$ cat config.mk
export PLATFORM = sky130hd
export DESIGN_NAME = hex_grid_point_to_tile
export DESIGN_NICKNAME = d
export VERILOG_FILES = /design/src/rtl/hgpt_pkg.sv /design/src/rtl/hgpt_front.sv /design/src/rtl/hgpt_cdiv.sv /design/src/rtl/hgpt_pick.sv /design/src/rtl/hgpt_sat.sv /design/src/rtl/hex_grid_point_to_tile.sv
export SDC_FILE = /design/constraint.sdc
export NUM_CORES = 2
export LEC_CHECK = 0
export BUFFER_PORTS_ARGS = -buffer_cell sky130_fd_sc_hd__buf_2
export CAP_MARGIN = 20
export CORE_ASPECT_RATIO = 1.1
export CORE_MARGIN = 4
export CORE_UTILIZATION = 55
export CTS_CLUSTER_DIAMETER = 100
export DETAILED_ROUTE_END_ITERATION = 7
export HOLD_SLACK_MARGIN = 0.02
export PLACE_DENSITY = 0.75
export SYNTH_ARGS = -nofsm -noshare
export SYNTH_HDL_FRONTEND = slang
export SYNTH_SLANG_ARGS = --single-unit
export TNS_END_PERCENT = 30
$ cat constraint.sdc
create_clock -name clk -period 10.4 [get_ports clk]
set_input_delay 0.52 -clock clk [delete_from_list [all_inputs] [get_ports clk]]
set_output_delay 0.52 -clock clk [all_outputs]
set_load 0.005 [all_outputs]
$ cat src/rtl/hgpt_pkg.sv
// ----------------------------------------------------------------------------
// hgpt_pkg
// shared widths, constants and types for the hexagonal tile picker
// ----------------------------------------------------------------------------
package hgpt_pkg;

    // default tiles per chunk edge
    localparam int TILES_PER_CHUNK_DEF = 24;

    // section size in 1/16 px
    localparam int SECT_W16 = 1920;
    localparam int SECT_H16 = 1455;

    // slope test constants: slope and edges in 1/64 px, HALF_X in px
    localparam int SLOPE_M   = 31;
    localparam int EDGE_HALF = 1860;
    localparam int EDGE_FULL = 3720;
    localparam int HALF_X    = 60;

    // field widths
    localparam int PT_W  = 28;   // point coordinate
    localparam int CFG_W = 10;   // chunk coordinate register
    localparam int IDX_W = 1;    // register index
    localparam int ORG_W = 29;   // chunk origin in 1/16 px
    localparam int RX_W  = 30;   // relative point, signed
    localparam int MAG_W = 29;   // relative point magnitude
    localparam int Q_W   = 19;   // section index magnitude
    localparam int R_W   = 11;   // remainder inside a section, 1/16 px
    localparam int OFS_W = 8;    // signed pixel offset inside a section
    localparam int SL_W  = 16;   // slope test arithmetic
    localparam int TC_W  = 20;   // unsaturated tile index
    localparam int REL_W = 18;
    localparam int ABS_W = 19;
    localparam int CT_W  = 19;   // chunk coordinate times tiles per chunk
    localparam int SUM_W = 20;   // relative plus chunk tile offset

    localparam int IN_W  = 56;
    localparam int OUT_W = 80;
    localparam int OUT_PAD = OUT_W - 2 * REL_W - 2 * ABS_W;

    localparam int STAGES = 7;

    typedef enum logic [IDX_W-1:0] {
        REG_CHUNK_COL = 1'b0,
        REG_CHUNK_ROW = 1'b1
    } cfg_reg_t;

    // advance enables for a module spanning two pipeline stages
    typedef struct packed {
        logic first;
        logic second;
    } pipe_en_t;

endpackage

$ cat src/rtl/hgpt_front.sv
// ----------------------------------------------------------------------------
// hgpt_front
// chunk-relative point and its sign/magnitude split (two stages)
// ----------------------------------------------------------------------------
module hgpt_front (
    input  logic                         clk,
    input  hgpt_pkg::pipe_en_t           en,
    input  logic signed [hgpt_pkg::PT_W-1:0]  point_x,
    input  logic signed [hgpt_pkg::PT_W-1:0]  point_y,
    input  logic signed [hgpt_pkg::ORG_W-1:0] origin_x,
    input  logic signed [hgpt_pkg::ORG_W-1:0] origin_y,
    output logic                         neg_x,
    output logic                         neg_y,
    output logic [hgpt_pkg::MAG_W-1:0]   mag_x,
    output logic [hgpt_pkg::MAG_W-1:0]   mag_y
);
    import hgpt_pkg::*;

    logic signed [RX_W-1:0] rel_x_reg;
    logic signed [RX_W-1:0] rel_y_reg;
    logic                   neg_x_reg;
    logic                   neg_y_reg;
    logic [MAG_W-1:0]       mag_x_reg;
    logic [MAG_W-1:0]       mag_y_reg;

    always_ff @(posedge clk)
    begin
        if (en.first)
        begin
            rel_x_reg <= RX_W'(point_x) - RX_W'(origin_x);
            rel_y_reg <= RX_W'(point_y) - RX_W'(origin_y);
        end
        if (en.second)
        begin
            neg_x_reg <= rel_x_reg[RX_W-1];
            neg_y_reg <= rel_y_reg[RX_W-1];
            mag_x_reg <= MAG_W'(rel_x_reg[RX_W-1] ? -rel_x_reg : rel_x_reg);
            mag_y_reg <= MAG_W'(rel_y_reg[RX_W-1] ? -rel_y_reg : rel_y_reg);
        end
    end

    assign neg_x = neg_x_reg;
    assign neg_y = neg_y_reg;
    assign mag_x = mag_x_reg;
    assign mag_y = mag_y_reg;

endmodule

$ cat src/rtl/hgpt_cdiv.sv
// ----------------------------------------------------------------------------
// hgpt_cdiv
// unsigned divide by a constant: reciprocal multiply, then one correction step
// ----------------------------------------------------------------------------
module hgpt_cdiv #(
    parameter int DIV = hgpt_pkg::SECT_W16
) (
    input  logic                       clk,
    input  hgpt_pkg::pipe_en_t         en,
    input  logic [hgpt_pkg::MAG_W-1:0] dividend,
    output logic [hgpt_pkg::Q_W-1:0]   quot,
    output logic [hgpt_pkg::R_W-1:0]   rem
);
    import hgpt_pkg::*;

    // floor(2^MAG_W / DIV) underestimates the quotient by at most one
    localparam longint MAGIC = (longint'(1) << MAG_W) / DIV;
    localparam int     MG_W  = $clog2(MAGIC + 1);
    localparam int     PR_W  = MAG_W + MG_W;

    localparam logic [MG_W-1:0]  MAGIC_C = MG_W'(MAGIC);
    localparam logic [MAG_W-1:0] DIV_C   = MAG_W'(DIV);

    logic [PR_W-1:0]  prod;
    logic [Q_W-1:0]   q_est_reg;
    logic [MAG_W-1:0] dvd_reg;
    logic [MAG_W-1:0] q_times_d;
    logic [MAG_W-1:0] r_est;
    logic             fix;
    logic [Q_W-1:0]   quot_reg;
    logic [R_W-1:0]   rem_reg;

    assign prod = PR_W'(dividend) * PR_W'(MAGIC_C);

    always_comb
    begin
        q_times_d = MAG_W'(MAG_W'(q_est_reg) * DIV_C);
        r_est     = dvd_reg - q_times_d;
        fix       = (r_est >= DIV_C);
    end

    always_ff @(posedge clk)
    begin
        if (en.first)
        begin
            q_est_reg <= Q_W'(prod >> MAG_W);
            dvd_reg   <= dividend;
        end
        if (en.second)
        begin
            quot_reg <= fix ? q_est_reg + Q_W'(1) : q_est_reg;
            rem_reg  <= R_W'(fix ? r_est - DIV_C : r_est);
        end
    end

    assign quot = quot_reg;
    assign rem  = rem_reg;

endmodule

$ cat src/rtl/hgpt_pick.sv
// ----------------------------------------------------------------------------
// hgpt_pick
// signed section index and slope tests choosing the hexagon in a section
// ----------------------------------------------------------------------------
module hgpt_pick (
    input  logic                        clk,
    input  logic                        en,
    input  logic [hgpt_pkg::Q_W-1:0]    quot_x,
    input  logic [hgpt_pkg::R_W-1:0]    rem_x,
    input  logic                        neg_x,
    input  logic [hgpt_pkg::Q_W-1:0]    quot_y,
    input  logic [hgpt_pkg::R_W-1:0]    rem_y,
    input  logic                        neg_y,
    output logic signed [hgpt_pkg::TC_W-1:0] tile_col,
    output logic signed [hgpt_pkg::TC_W-1:0] tile_row
);
    import hgpt_pkg::*;

    localparam logic signed [SL_W-1:0]  M_C    = SL_W'(SLOPE_M);
    localparam logic signed [SL_W-1:0]  HALF_C = SL_W'(EDGE_HALF);
    localparam logic signed [SL_W-1:0]  FULL_C = SL_W'(EDGE_FULL);
    localparam logic signed [OFS_W-1:0] MID_C  = OFS_W'(HALF_X);

    logic signed [TC_W-1:0]  sect_x;
    logic signed [TC_W-1:0]  sect_y;
    logic signed [OFS_W-1:0] pix_x;
    logic signed [OFS_W-1:0] pix_y;
    logic signed [SL_W-1:0]  y64;
    logic signed [SL_W-1:0]  x31;
    logic                    hit_left;
    logic                    hit_right;
    logic                    dec_col;
    logic                    dec_row;
    logic signed [TC_W-1:0]  tile_col_reg;
    logic signed [TC_W-1:0]  tile_row_reg;

    always_comb
    begin
        // truncation toward zero: apply the sign to the magnitudes
        sect_x = neg_x ? -TC_W'(quot_x) : TC_W'(quot_x);
        sect_y = neg_y ? -TC_W'(quot_y) : TC_W'(quot_y);
        pix_x  = neg_x ? -OFS_W'(rem_x >> 4) : OFS_W'(rem_x >> 4);
        pix_y  = neg_y ? -OFS_W'(rem_y >> 4) : OFS_W'(rem_y >> 4);
        y64    = SL_W'(pix_y) <<< 6;
        x31    = SL_W'(pix_x) * M_C;

        hit_left  = 1'b0;
        hit_right = 1'b0;
        dec_col   = 1'b0;
        dec_row   = 1'b0;
        if (!quot_y[0])
        begin
            // even row: upper-left edge, upper-right edge wins when both hit
            hit_left  = (y64 < HALF_C - x31);
            hit_right = (y64 < x31 - HALF_C);
            dec_row   = hit_left || hit_right;
            dec_col   = hit_left && !hit_right;
        end
        else if (pix_x >= MID_C)
        begin
            dec_row = (y64 < FULL_C - x31);
        end
        else
        begin
            dec_row = (y64 < x31);
            dec_col = !dec_row;
        end
    end

    always_ff @(posedge clk)
    begin
        if (en)
        begin
            tile_col_reg <= sect_x - TC_W'(dec_col);
            tile_row_reg <= sect_y - TC_W'(dec_row);
        end
    end

    assign tile_col = tile_col_reg;
    assign tile_row = tile_row_reg;

endmodule

$ cat src/rtl/hgpt_sat.sv
// ----------------------------------------------------------------------------
// hgpt_sat
// relative tile saturation, chunk offset add and absolute saturation
// ----------------------------------------------------------------------------
module hgpt_sat (
    input  logic                              clk,
    input  hgpt_pkg::pipe_en_t                en,
    input  logic signed [hgpt_pkg::TC_W-1:0]  tile_col,
    input  logic signed [hgpt_pkg::TC_W-1:0]  tile_row,
    input  logic signed [hgpt_pkg::CT_W-1:0]  chunk_tiles_col,
    input  logic signed [hgpt_pkg::CT_W-1:0]  chunk_tiles_row,
    output logic signed [hgpt_pkg::REL_W-1:0] rel_tile_col,
    output logic signed [hgpt_pkg::REL_W-1:0] rel_tile_row,
    output logic signed [hgpt_pkg::ABS_W-1:0] abs_tile_col,
    output logic signed [hgpt_pkg::ABS_W-1:0] abs_tile_row
);
    import hgpt_pkg::*;

    localparam logic signed [TC_W-1:0]  REL_MAX = TC_W'((1 << (REL_W - 1)) - 1);
    localparam logic signed [TC_W-1:0]  REL_MIN = -TC_W'(1 << (REL_W - 1));
    localparam logic signed [SUM_W-1:0] ABS_MAX = SUM_W'((1 << (ABS_W - 1)) - 1);
    localparam logic signed [SUM_W-1:0] ABS_MIN = -SUM_W'(1 << (ABS_W - 1));

    logic signed [REL_W-1:0] rel_col_sat;
    logic signed [REL_W-1:0] rel_row_sat;
    logic signed [REL_W-1:0] rel_col_reg;
    logic signed [REL_W-1:0] rel_row_reg;
    logic signed [SUM_W-1:0] sum_col_reg;
    logic signed [SUM_W-1:0] sum_row_reg;
    logic signed [REL_W-1:0] rel_col_out_reg;
    logic signed [REL_W-1:0] rel_row_out_reg;
    logic signed [ABS_W-1:0] abs_col_reg;
    logic signed [ABS_W-1:0] abs_row_reg;

    function automatic logic signed [ABS_W-1:0] sat_abs(input logic signed [SUM_W-1:0] v);
        logic signed [ABS_W-1:0] r;
        if (v > ABS_MAX)
            r = ABS_W'(ABS_MAX);
        else if (v < ABS_MIN)
            r = ABS_W'(ABS_MIN);
        else
            r = ABS_W'(v);
        return r;
    endfunction

    always_comb
    begin
        if (tile_col > REL_MAX)
            rel_col_sat = REL_W'(REL_MAX);
        else if (tile_col < REL_MIN)
            rel_col_sat = REL_W'(REL_MIN);
        else
            rel_col_sat = REL_W'(tile_col);

        if (tile_row > REL_MAX)
            rel_row_sat = REL_W'(REL_MAX);
        else if (tile_row < REL_MIN)
            rel_row_sat = REL_W'(REL_MIN);
        else
            rel_row_sat = REL_W'(tile_row);
    end

    always_ff @(posedge clk)
    begin
        if (en.first)
        begin
            rel_col_reg <= rel_col_sat;
            rel_row_reg <= rel_row_sat;
            sum_col_reg <= SUM_W'(rel_col_sat) + SUM_W'(chunk_tiles_col);
            sum_row_reg <= SUM_W'(rel_row_sat) + SUM_W'(chunk_tiles_row);
        end
        if (en.second)
        begin
            rel_col_out_reg <= rel_col_reg;
            rel_row_out_reg <= rel_row_reg;
            abs_col_reg     <= sat_abs(sum_col_reg);
            abs_row_reg     <= sat_abs(sum_row_reg);
        end
    end

    assign rel_tile_col = rel_col_out_reg;
    assign rel_tile_row = rel_row_out_reg;
    assign abs_tile_col = abs_col_reg;
    assign abs_tile_row = abs_row_reg;

endmodule

$ cat src/rtl/hex_grid_point_to_tile.sv
// ----------------------------------------------------------------------------
// hex_grid_point_to_tile
// maps a fixed point world position to the pointy-top hexagon under it
// ----------------------------------------------------------------------------
// throughput: one point per cycle, set by the seven-stage pipeline with no
//   shared unit; the input stalls only when all seven stages hold points and
//   the output register is held by tready
// reset: clears the chunk origin and tile offset registers and all stage
//   valid bits; payload registers are not reset
// a chunk register write already applies to the point accepted at the next edge
// ----------------------------------------------------------------------------
module hex_grid_point_to_tile #(
    parameter int TILES_PER_CHUNK = hgpt_pkg::TILES_PER_CHUNK_DEF
) (
    input  logic                         clk,
    input  logic                         rst_n,

    // configuration write port
    input  logic                         cfg_we,
    input  logic [hgpt_pkg::IDX_W-1:0]   cfg_index,
    input  logic [hgpt_pkg::CFG_W-1:0]   cfg_data,

    // input stream
    input  logic                         s_tvalid,
    output logic                         s_tready,
    input  logic [hgpt_pkg::IN_W-1:0]    s_tdata,   // point_x[27:0], point_y[55:28]

    // result stream
    output logic                         m_tvalid,
    input  logic                         m_tready,
    output logic [hgpt_pkg::OUT_W-1:0]   m_tdata    // rel_tile_col[17:0], rel_tile_row[35:18],
                                                    // abs_tile_col[54:36], abs_tile_row[73:55],
                                                    // zero fill[79:74]
);
    import hgpt_pkg::*;

    // chunk size in 1/16 px; the height snaps the chunk to whole pixels
    localparam int CHUNK_W16 = TILES_PER_CHUNK * SECT_W16;
    localparam int CHUNK_H16 = ((TILES_PER_CHUNK * SECT_H16 + 465) / 16) * 16 - 465;

    localparam logic signed [ORG_W-1:0] CHUNK_W_C = ORG_W'(CHUNK_W16);
    localparam logic signed [ORG_W-1:0] CHUNK_H_C = ORG_W'(CHUNK_H16);
    localparam logic signed [CT_W-1:0]  TPC_C     = CT_W'(TILES_PER_CHUNK);

    // ------------------------------------------------------------------
    // configuration: chunk origin and tile offset
    // ------------------------------------------------------------------
    logic signed [CFG_W-1:0] cfg_value;
    logic signed [ORG_W-1:0] origin_x_reg;
    logic signed [ORG_W-1:0] origin_y_reg;
    logic signed [CT_W-1:0]  tiles_col_reg;
    logic signed [CT_W-1:0]  tiles_row_reg;

    assign cfg_value = cfg_data;

    // a write stores the derived products directly, so they change at the
    // same edge as the chunk coordinate
    always_ff @(posedge clk or negedge rst_n)
    begin
        if (!rst_n)
        begin
            origin_x_reg  <= '0;
            origin_y_reg  <= '0;
            tiles_col_reg <= '0;
            tiles_row_reg <= '0;
        end
        else if (cfg_we)
        begin
            case (cfg_reg_t'(cfg_index))
                REG_CHUNK_COL:
                begin
                    origin_x_reg  <= ORG_W'(cfg_value * CHUNK_W_C);
                    tiles_col_reg <= CT_W'(cfg_value * TPC_C);
                end
                REG_CHUNK_ROW:
                begin
                    origin_y_reg  <= ORG_W'(cfg_value * CHUNK_H_C);
                    tiles_row_reg <= CT_W'(cfg_value * TPC_C);
                end
                default: ;
            endcase
        end
    end

    // ------------------------------------------------------------------
    // stage valid bits and advance enables
    //   stage 1  relative point        stage 5  section index, slope tests
    //   stage 2  sign and magnitude    stage 6  relative saturation, offset add
    //   stage 3  reciprocal multiply   stage 7  absolute saturation (output)
    //   stage 4  remainder correction
    // a stage moves on when it is empty or the next one moves, so bubbles
    // collapse and new points enter while a result waits, until all stages hold one
    // ------------------------------------------------------------------
    logic [STAGES:1] valid_reg;
    logic [STAGES:1] adv;

    always_comb
    begin
        adv[STAGES] = !valid_reg[STAGES] || m_tready;
        for (int i = STAGES - 1; i >= 1; i--)
        begin
            adv[i] = !valid_reg[i] || adv[i+1];
        end
    end

    always_ff @(posedge clk or negedge rst_n)
    begin
        if (!rst_n)
        begin
            valid_reg <= '0;
        end
        else
        begin
            if (adv[1])
                valid_reg[1] <= s_tvalid;
            for (int i = 2; i <= STAGES; i++)
            begin
                if (adv[i])
                    valid_reg[i] <= valid_reg[i-1];
            end
        end
    end

    assign s_tready = adv[1];
    assign m_tvalid = valid_reg[STAGES];

    // ------------------------------------------------------------------
    // datapath
    // ------------------------------------------------------------------
    logic signed [PT_W-1:0] point_x;
    logic signed [PT_W-1:0] point_y;

    assign point_x = s_tdata[PT_W-1:0];
    assign point_y = s_tdata[2*PT_W-1:PT_W];

    logic             neg_x;
    logic             neg_y;
    logic [MAG_W-1:0] mag_x;
    logic [MAG_W-1:0] mag_y;

    // stages 1-2: chunk-relative point, split into sign and magnitude
    hgpt_front u_front (
        .clk      (clk),
        .en       ('{first: adv[1], second: adv[2]}),
        .point_x  (point_x),
        .point_y  (point_y),
        .origin_x (origin_x_reg),
        .origin_y (origin_y_reg),
        .neg_x    (neg_x),
        .neg_y    (neg_y),
        .mag_x    (mag_x),
        .mag_y    (mag_y)
    );

    // stages 3-4: magnitudes divided into section index and remainder
    logic [Q_W-1:0] quot_x;
    logic [Q_W-1:0] quot_y;
    logic [R_W-1:0] rem_x;
    logic [R_W-1:0] rem_y;

    hgpt_cdiv #(.DIV(SECT_W16)) u_div_x (
        .clk      (clk),
        .en       ('{first: adv[3], second: adv[4]}),
        .dividend (mag_x),
        .quot     (quot_x),
        .rem      (rem_x)
    );

    hgpt_cdiv #(.DIV(SECT_H16)) u_div_y (
        .clk      (clk),
        .en       ('{first: adv[3], second: adv[4]}),
        .dividend (mag_y),
        .quot     (quot_y),
        .rem      (rem_y)
    );

    // signs travel alongside the dividers
    logic neg_x3_reg;
    logic neg_y3_reg;
    logic neg_x4_reg;
    logic neg_y4_reg;

    always_ff @(posedge clk)
    begin
        if (adv[3])
        begin
            neg_x3_reg <= neg_x;
            neg_y3_reg <= neg_y;
        end
        if (adv[4])
        begin
            neg_x4_reg <= neg_x3_reg;
            neg_y4_reg <= neg_y3_reg;
        end
    end

    // stage 5: signed section index and neighbour choice
    logic signed [TC_W-1:0] tile_col;
    logic signed [TC_W-1:0] tile_row;

    hgpt_pick u_pick (
        .clk      (clk),
        .en       (adv[5]),
        .quot_x   (quot_x),
        .rem_x    (rem_x),
        .neg_x    (neg_x4_reg),
        .quot_y   (quot_y),
        .rem_y    (rem_y),
        .neg_y    (neg_y4_reg),
        .tile_col (tile_col),
        .tile_row (tile_row)
    );

    // stages 6-7: saturation and absolute tile, stage 7 is the output register
    logic signed [REL_W-1:0] rel_tile_col;
    logic signed [REL_W-1:0] rel_tile_row;
    logic signed [ABS_W-1:0] abs_tile_col;
    logic signed [ABS_W-1:0] abs_tile_row;

    hgpt_sat u_sat (
        .clk             (clk),
        .en              ('{first: adv[6], second: adv[7]}),
        .tile_col        (tile_col),
        .tile_row        (tile_row),
        .chunk_tiles_col (tiles_col_reg),
        .chunk_tiles_row (tiles_row_reg),
        .rel_tile_col    (rel_tile_col),
        .rel_tile_row    (rel_tile_row),
        .abs_tile_col    (abs_tile_col),
        .abs_tile_row    (abs_tile_row)
    );

    assign m_tdata = {{OUT_PAD{1'b0}}, abs_tile_row, abs_tile_col, rel_tile_row, rel_tile_col};

    // ------------------------------------------------------------------
    // assertions
    // ------------------------------------------------------------------

    // an empty output register means the whole pipe can move
    a_ready_when_drained: assert property (@(posedge clk) disable iff (!rst_n)
        !m_tvalid |-> s_tready)
        else $error("input stalled while output register is empty");

    // every input transfer lands in the first stage
    a_accept_loads: assert property (@(posedge clk) disable iff (!rst_n)
        (s_tvalid && s_tready) |=> valid_reg[1])
        else $error("accepted point did not enter the pipeline");

    // the correction step leaves remainders inside one section
    a_rem_range: assert property (@(posedge clk) disable iff (!rst_n)
        valid_reg[4] |-> ((rem_x < R_W'(SECT_W16)) && (rem_y < R_W'(SECT_H16))))
        else $error("section remainder out of range");

endmodule
# == After elaboration in Yosys (flattened, before gate mapping) ==
# Index checks and enable logic that the tools add are counted.
# word_totals
ff_bits,547
in_bits,72
output_inout_bits,82
elab_cells,124
# classes
addsub,21
mul,8
n_lt_le_gt_ge,15
n_mux,20
n_bitwise,1
reduce_logical,20
# op_table
op,n
19-bit two-way mux,4
18-bit two-way mux,4
29-bit by 11-bit greater-or-equal comparator with 1-bit output (second input constant),2
29-bit two-way mux,2
29-bit negator,2
28-bit by 27-bit subtractor with 29-bit output,2
29-bit subtractor,2
14-bit by 16-bit < comparator with 1-bit output,3
29-bit by 19-bit multiplier with 48-bit output (second input constant),1
29-bit by 17-bit multiplier with 46-bit output (second input constant),1
20-bit by 18-bit > comparator with 1-bit output (second input constant),2
20-bit by 19-bit > comparator with 1-bit output (second input constant),2
20-bit by 18-bit < comparator with 1-bit output (second input constant),2
20-bit by 19-bit < comparator with 1-bit output (second input constant),2
20-bit two-way mux,2
19-bit negator with 20-bit output,2
20-bit by 1-bit subtractor with 20-bit output,2
18-bit by 16-bit adder with 19-bit output,2
19-bit by 1-bit adder with 19-bit output (second input constant),2
19-bit by 11-bit multiplier with 29-bit output (second input constant),1
10-bit by 17-bit multiplier with 27-bit output (second input constant),1
19-bit by 4-bit multiplier with 22-bit output (second input constant),1
11-bit two-way mux,2
11-bit subtractor (second input constant),2
16 further kinds,37

# == Longest topological paths before layout ==
# depth
word_depth,9
mapped_depth,40
depth_no_buf,38

# == By module ==
# A second synthesis with hierarchy kept.
# unflattened
cells_unflattened,5634
hier_area_um2,56570.5
# by_module_without_submodules
module,instances,cells_each,area_per_inst_um2,seq_area_each_um2
hgpt_cdiv (u_div_y),1,1795,18290.0,2342.2
hgpt_cdiv (u_div_x),1,968,9889.5,2342.2
hgpt_front,1,772,7958.9,3603.5
hgpt_sat,1,634,7234.4,4504.3
hex_grid_point_to_tile,1,761,7195.7,1971.9
hgpt_pick,1,704,6002.0,1201.2

# == Least setup slack after synthesis ==
# No wires, ideal clock.
# synth_path
kind,flip-flop to flip-flop
from,register neg_x4_reg
to,"register u_pick.tile_col_reg[14] (netlist: u_pick.tile_col[14]), data pin"
t_arrival_ns,8.246
required_ns,10.132
slack_ns,1.885
path_stages_with_launch,38
path_cell_list,edfxtp_1 > clkbuf_1 > buf_1 > clkbuf_1 > o31ai_1 > xor2_1 > inv_1 > ha_1 > xor2_1 > ha_1 > inv_1 > fa_1 > inv_1 > ha_1 > a21o_1 > a21oi_1 > o21bai_1 > a21oi_1 > [2 not listed] > o21ai_0 > xnor2_1 > nor3b_1 > xnor2_1 > ha_1 > nand4_1 > o311ai_0 > o32a_1 > nor3b_1 > or2_2 > ha_1 > and3_1 > and2_0 > nor2b_1 > and2_0 > a2111oi_0 > a211oi_1 > xor2_1
# synth_between
elab_chain_cells,8
elab_cells_between_ends,15
cone_classes,add/sub: 3; mul: 1; order compare: 4; mux: 4; reduce/logical: 3
# synth_lines
element,line,source
from (decl),hex_grid_point_to_tile.sv:180,logic neg_x4_reg;
from (signal assigned),hex_grid_point_to_tile.sv:192,neg_x4_reg <= neg_x3_reg;
8-bit two-way mux,hgpt_pick.sv:42,pix_x = neg_x ? -OFS_W'(rem_x >> 4) : OFS_W'(rem_x >> 4);
8-bit by 6-bit multiplier with 14-bit output,hgpt_pick.sv:45,x31 = SL_W'(pix_x) * M_C;
14-bit by 12-bit subtractor with 15-bit output,hgpt_pick.sv:55,hit_right = (y64 < x31 - HALF_C);
14-bit by 16-bit < comparator with 1-bit output,hgpt_pick.sv:55,
1-bit logical NOT,hgpt_pick.sv:57,dec_col = hit_left && !hit_right;
1-bit logical AND,hgpt_pick.sv:57,
1-bit two-way mux,hgpt_pick.sv:51,if (!quot_y[0])
20-bit by 1-bit subtractor with 20-bit output (*),hgpt_pick.sv:74,tile_col_reg <= sect_x - TC_W'(dec_col);
to (signal assigned),hgpt_pick.sv:74,
to (decl),hgpt_pick.sv:34,logic signed [TC_W-1:0] tile_col_reg;
# Every way passes the cells marked *; elsewhere a longest branch is shown, timed or not.
# A chain may end at the register's enable or synchronous reset.

# == Worst setup path in the final report ==
# layout_path
from,register u_div_x.rem_reg[4] (netlist: u_div_x.rem[4])
to,"register u_pick.tile_col_reg[14] (netlist: u_pick.tile_col[14]), data pin"
# layout_between
elab_chain_cells,9
elab_cells_between_ends,15
cone_classes,add/sub: 4; mul: 1; order compare: 4; mux: 3; reduce/logical: 3
# layout_lines
element,line,source
from (decl),hgpt_cdiv.sv:31,logic [R_W-1:0] rem_reg;
from (signal assigned),hgpt_cdiv.sv:52,rem_reg <= R_W'(fix ? r_est - DIV_C : r_est);
7-bit negator with 8-bit output,hgpt_pick.sv:42,
8-bit two-way mux (*),hgpt_pick.sv:42,
8-bit by 6-bit multiplier with 14-bit output,hgpt_pick.sv:45,
14-bit by 12-bit subtractor with 15-bit output,hgpt_pick.sv:55,
14-bit by 16-bit < comparator with 1-bit output,hgpt_pick.sv:55,
1-bit logical NOT,hgpt_pick.sv:57,
1-bit logical AND,hgpt_pick.sv:57,
1-bit two-way mux (*),hgpt_pick.sv:51,
20-bit by 1-bit subtractor with 20-bit output (*),hgpt_pick.sv:74,
# Marks and branches as above.

==> impl_metrics.json <==
{
  "worst-setup-path-type": "flip-flop to flip-flop",
  "numClockSinks": 526,
  "worstPathArrival_ps": 9830,
  "die_w_microns": 301,
  "setup_tns_ps": 0,
  "grt_pass1_vias": 36300,
  "dpl.hpwl_mm": 96.4,
  "slew_violations": 0,
  "wl_mm": 117,
  "grt_max_degree": 81,
  "die_h_microns": 331,
  "required_ps": 10790,
  "postCtsSetupBuffers": 0,
  "antenna_found_initial": 13,
  "cp_slowest_stage_delay_ps": 560,
  "rows": 118,
  "htree_levels": 2,
  "cts_tree": "yes",
  "routedWlPerCell_microns": 18.3,
  "place.gp.congestion": 0.938,
  "final.period_utilization": 0.908,
  "start_kind": "flip-flop",
  "reg2reg_to": "u_pick.tile_col[14]",
  "violations": "negative hold slack",
  "dpl.cell_count": 6259,
  "cts-root-buf": "clkbuf_16",
  "synth_area_leader_cell": "edfxtp_1",
  "timing.rr.start": "u_div_x.rem[4]",
  "synth_warnings": 0,
  "path_max_fanout": 9,
  "synth.yosys.seq_area_share": 0.297,
  "ys_seq_elements": 526,
  "syn_avg_cell_area_sq_um": 10.5,
  "slew_headroom": 0.281,
  "start_util": 0.553,
  "synth_cells": 4936,
  "rsz0062_at_grt": "no",
  "synth_area_leaders": "edfxtp_1 (26%), ha_1 (19%), fa_1 (18%), inv_1 (6.8%), xnor2_1 (4.6%)",
  "setup_viol": 0,
  "fmax_mhz": 106,
  "ys.flop_type": "edfxtp_1",
  "async_reset_ff_frac": 0.141,
  "num-fill-cells": 7686,
  "min_period_ps": 9450,
  "syn_to_final_growth_pct": 8.06,
  "nNetsFinal": 6409,
  "hold_viol": 4,
  "avgViaCountPerCell": 5.48,
  "io_buffers": 147,
  "clk_latency_ps": 660,
  "clockBufferDepth": 3,
  "netlist_area_sq_um": 52000,
  "seqCellArea_sq_um": 15400,
  "worstMarginPinSlew_ps": 1080,
  "status": "finished with violations",
  "drt_iter0_drc": 1887,
  "holdWs_ps": -20.2,
  "worst_clock_skew_ps": 44.0,
  "dieArea_sq_um": 99600,
  "r2r_slack_ps": 950,
  "synthDistinctLibCells": 79,
  "cp_common_cell": "ha_1",
  "synth-edff-count": 452,
  "vias": 35000,
  "grtUsageTotal": 0.237,
  "multiInputGateArea_sq_um": 32700,
  "cts_buffers": 58,
  "stdcell_count": 6379,
  "overflow": 0,
  "detail-route-antenna-nets": 0,
  "cts_resized": 0,
  "core_area_sq_um": 94000,
  "holdCritPathClass": "input pin to asynchronous set/reset pin",
  "cp-end-kind": "flip-flop",
  "cap_violations": 0,
  "critPathLaunch": "u_div_x.rem[4]",
  "yosysTopAreaCellShare": 0.261,
  "io_pins": 154,
  "grt_pass1_wl_mm": 186,
  "drcViolationCount": 0,
  "mostFrequentLayoutCell": "inv_1",
  "layout_common_cells": "inv_1 (944), ha_1 (805), fa_1 (469)",
  "worst_path_max_delay_cell": "edfxtp_1",
  "drive_gt1_frac": 0.0653,
  "r2r_cells": 36,
  "clk_pin_slew_worst_paths_ps": 70,
  "dr.pass1.iters": 7
}
layer usage:
layer,global-route usage,vias up,routed length (microns)
met5,0,-,62
met4,0.0864,10,4690
met3,0.0459,246,7540
met2,0.406,774,56700
met1,0.300,17100,48000
li1,-,16900,-
worst max-delay path, delay by kind of cell (launching register included):
kind / cells / cell delay [ps]
AND/OR/NAND/NOR: 11 / 2650
adder cells (fa/ha/maj): 7 / 2350
AO/OA/AOI/OAI: 10 / 2140
XOR/XNOR: 5 / 1200
flip-flops: 1 / 560
buffers and inverters: 3 / 270
worst max-delay path by stage:
stage	endpoint	slack [ps]
final	u_pick.tile_col[14]	950
after floorplan	u_pick.tile_col[14]	1890
after detailed placement	u_pick.tile_col[18]	1100
after global placement	u_pick.tile_col[18]	1380
after global routing	u_pick.tile_col[14]	270
after CTS	u_pick.tile_col[18]	1020
metrics by stage:
step,cell area [sq um],util,setup WS (ps)
finish,56200,0.598,955
floorplan,52000,-,1890
CTS,56200,0.597,1020
global route,56200,0.597,271
detailed placement,54100,0.575,1100
global placement,54100,0.575,1380
area by class of cell:
type,instances,area share
diodes,7,0.000312
clock buffers,67,0.0270
clock inverters,42,0.00964
inverters,946,0.0632
multi-input cells,3365,0.581
flip-flops and latches,526,0.274
well taps,1260,0.0280
repair buffers,166,0.0160
cell usage after synthesis (all sizes together), types with 43 or more instances:
library cell and instances:
xor2 124, a21o 88, o21bai 46, o21ai 192
fa 469, clkbuf 96, edfxtp 452, nand2 238
a21oi 180, nor3 61, nand3 65, dfrtp 74
nand2b 50, xnor2 271, ha 805, o31ai 43
nor2 233, inv 946
repair_timing:
item / in CTS / in global routing
hold buffers: 3 / 0
hold endpoints to repair: 3 / 0
endpoints found under the setup margin: 0 / 0
cell families after synthesis:
| logic type | share of synthesized area |
|---|---|
| adder cells (fa/ha/maj) | 0.374 |
| XOR/XNOR | 0.0674 |
| buffers and inverters | 0.0762 |
| AND/OR/NAND/NOR | 0.0812 |
| multiplexers | 0.00546 |
| AO/OA/AOI/OAI | 0.0987 |
| flip-flops | 0.297 |
| other | 0.0000721 |
Power is not shown: default switching activity piles up to over one toggle a cycle in this logic, so the estimate is an artifact.
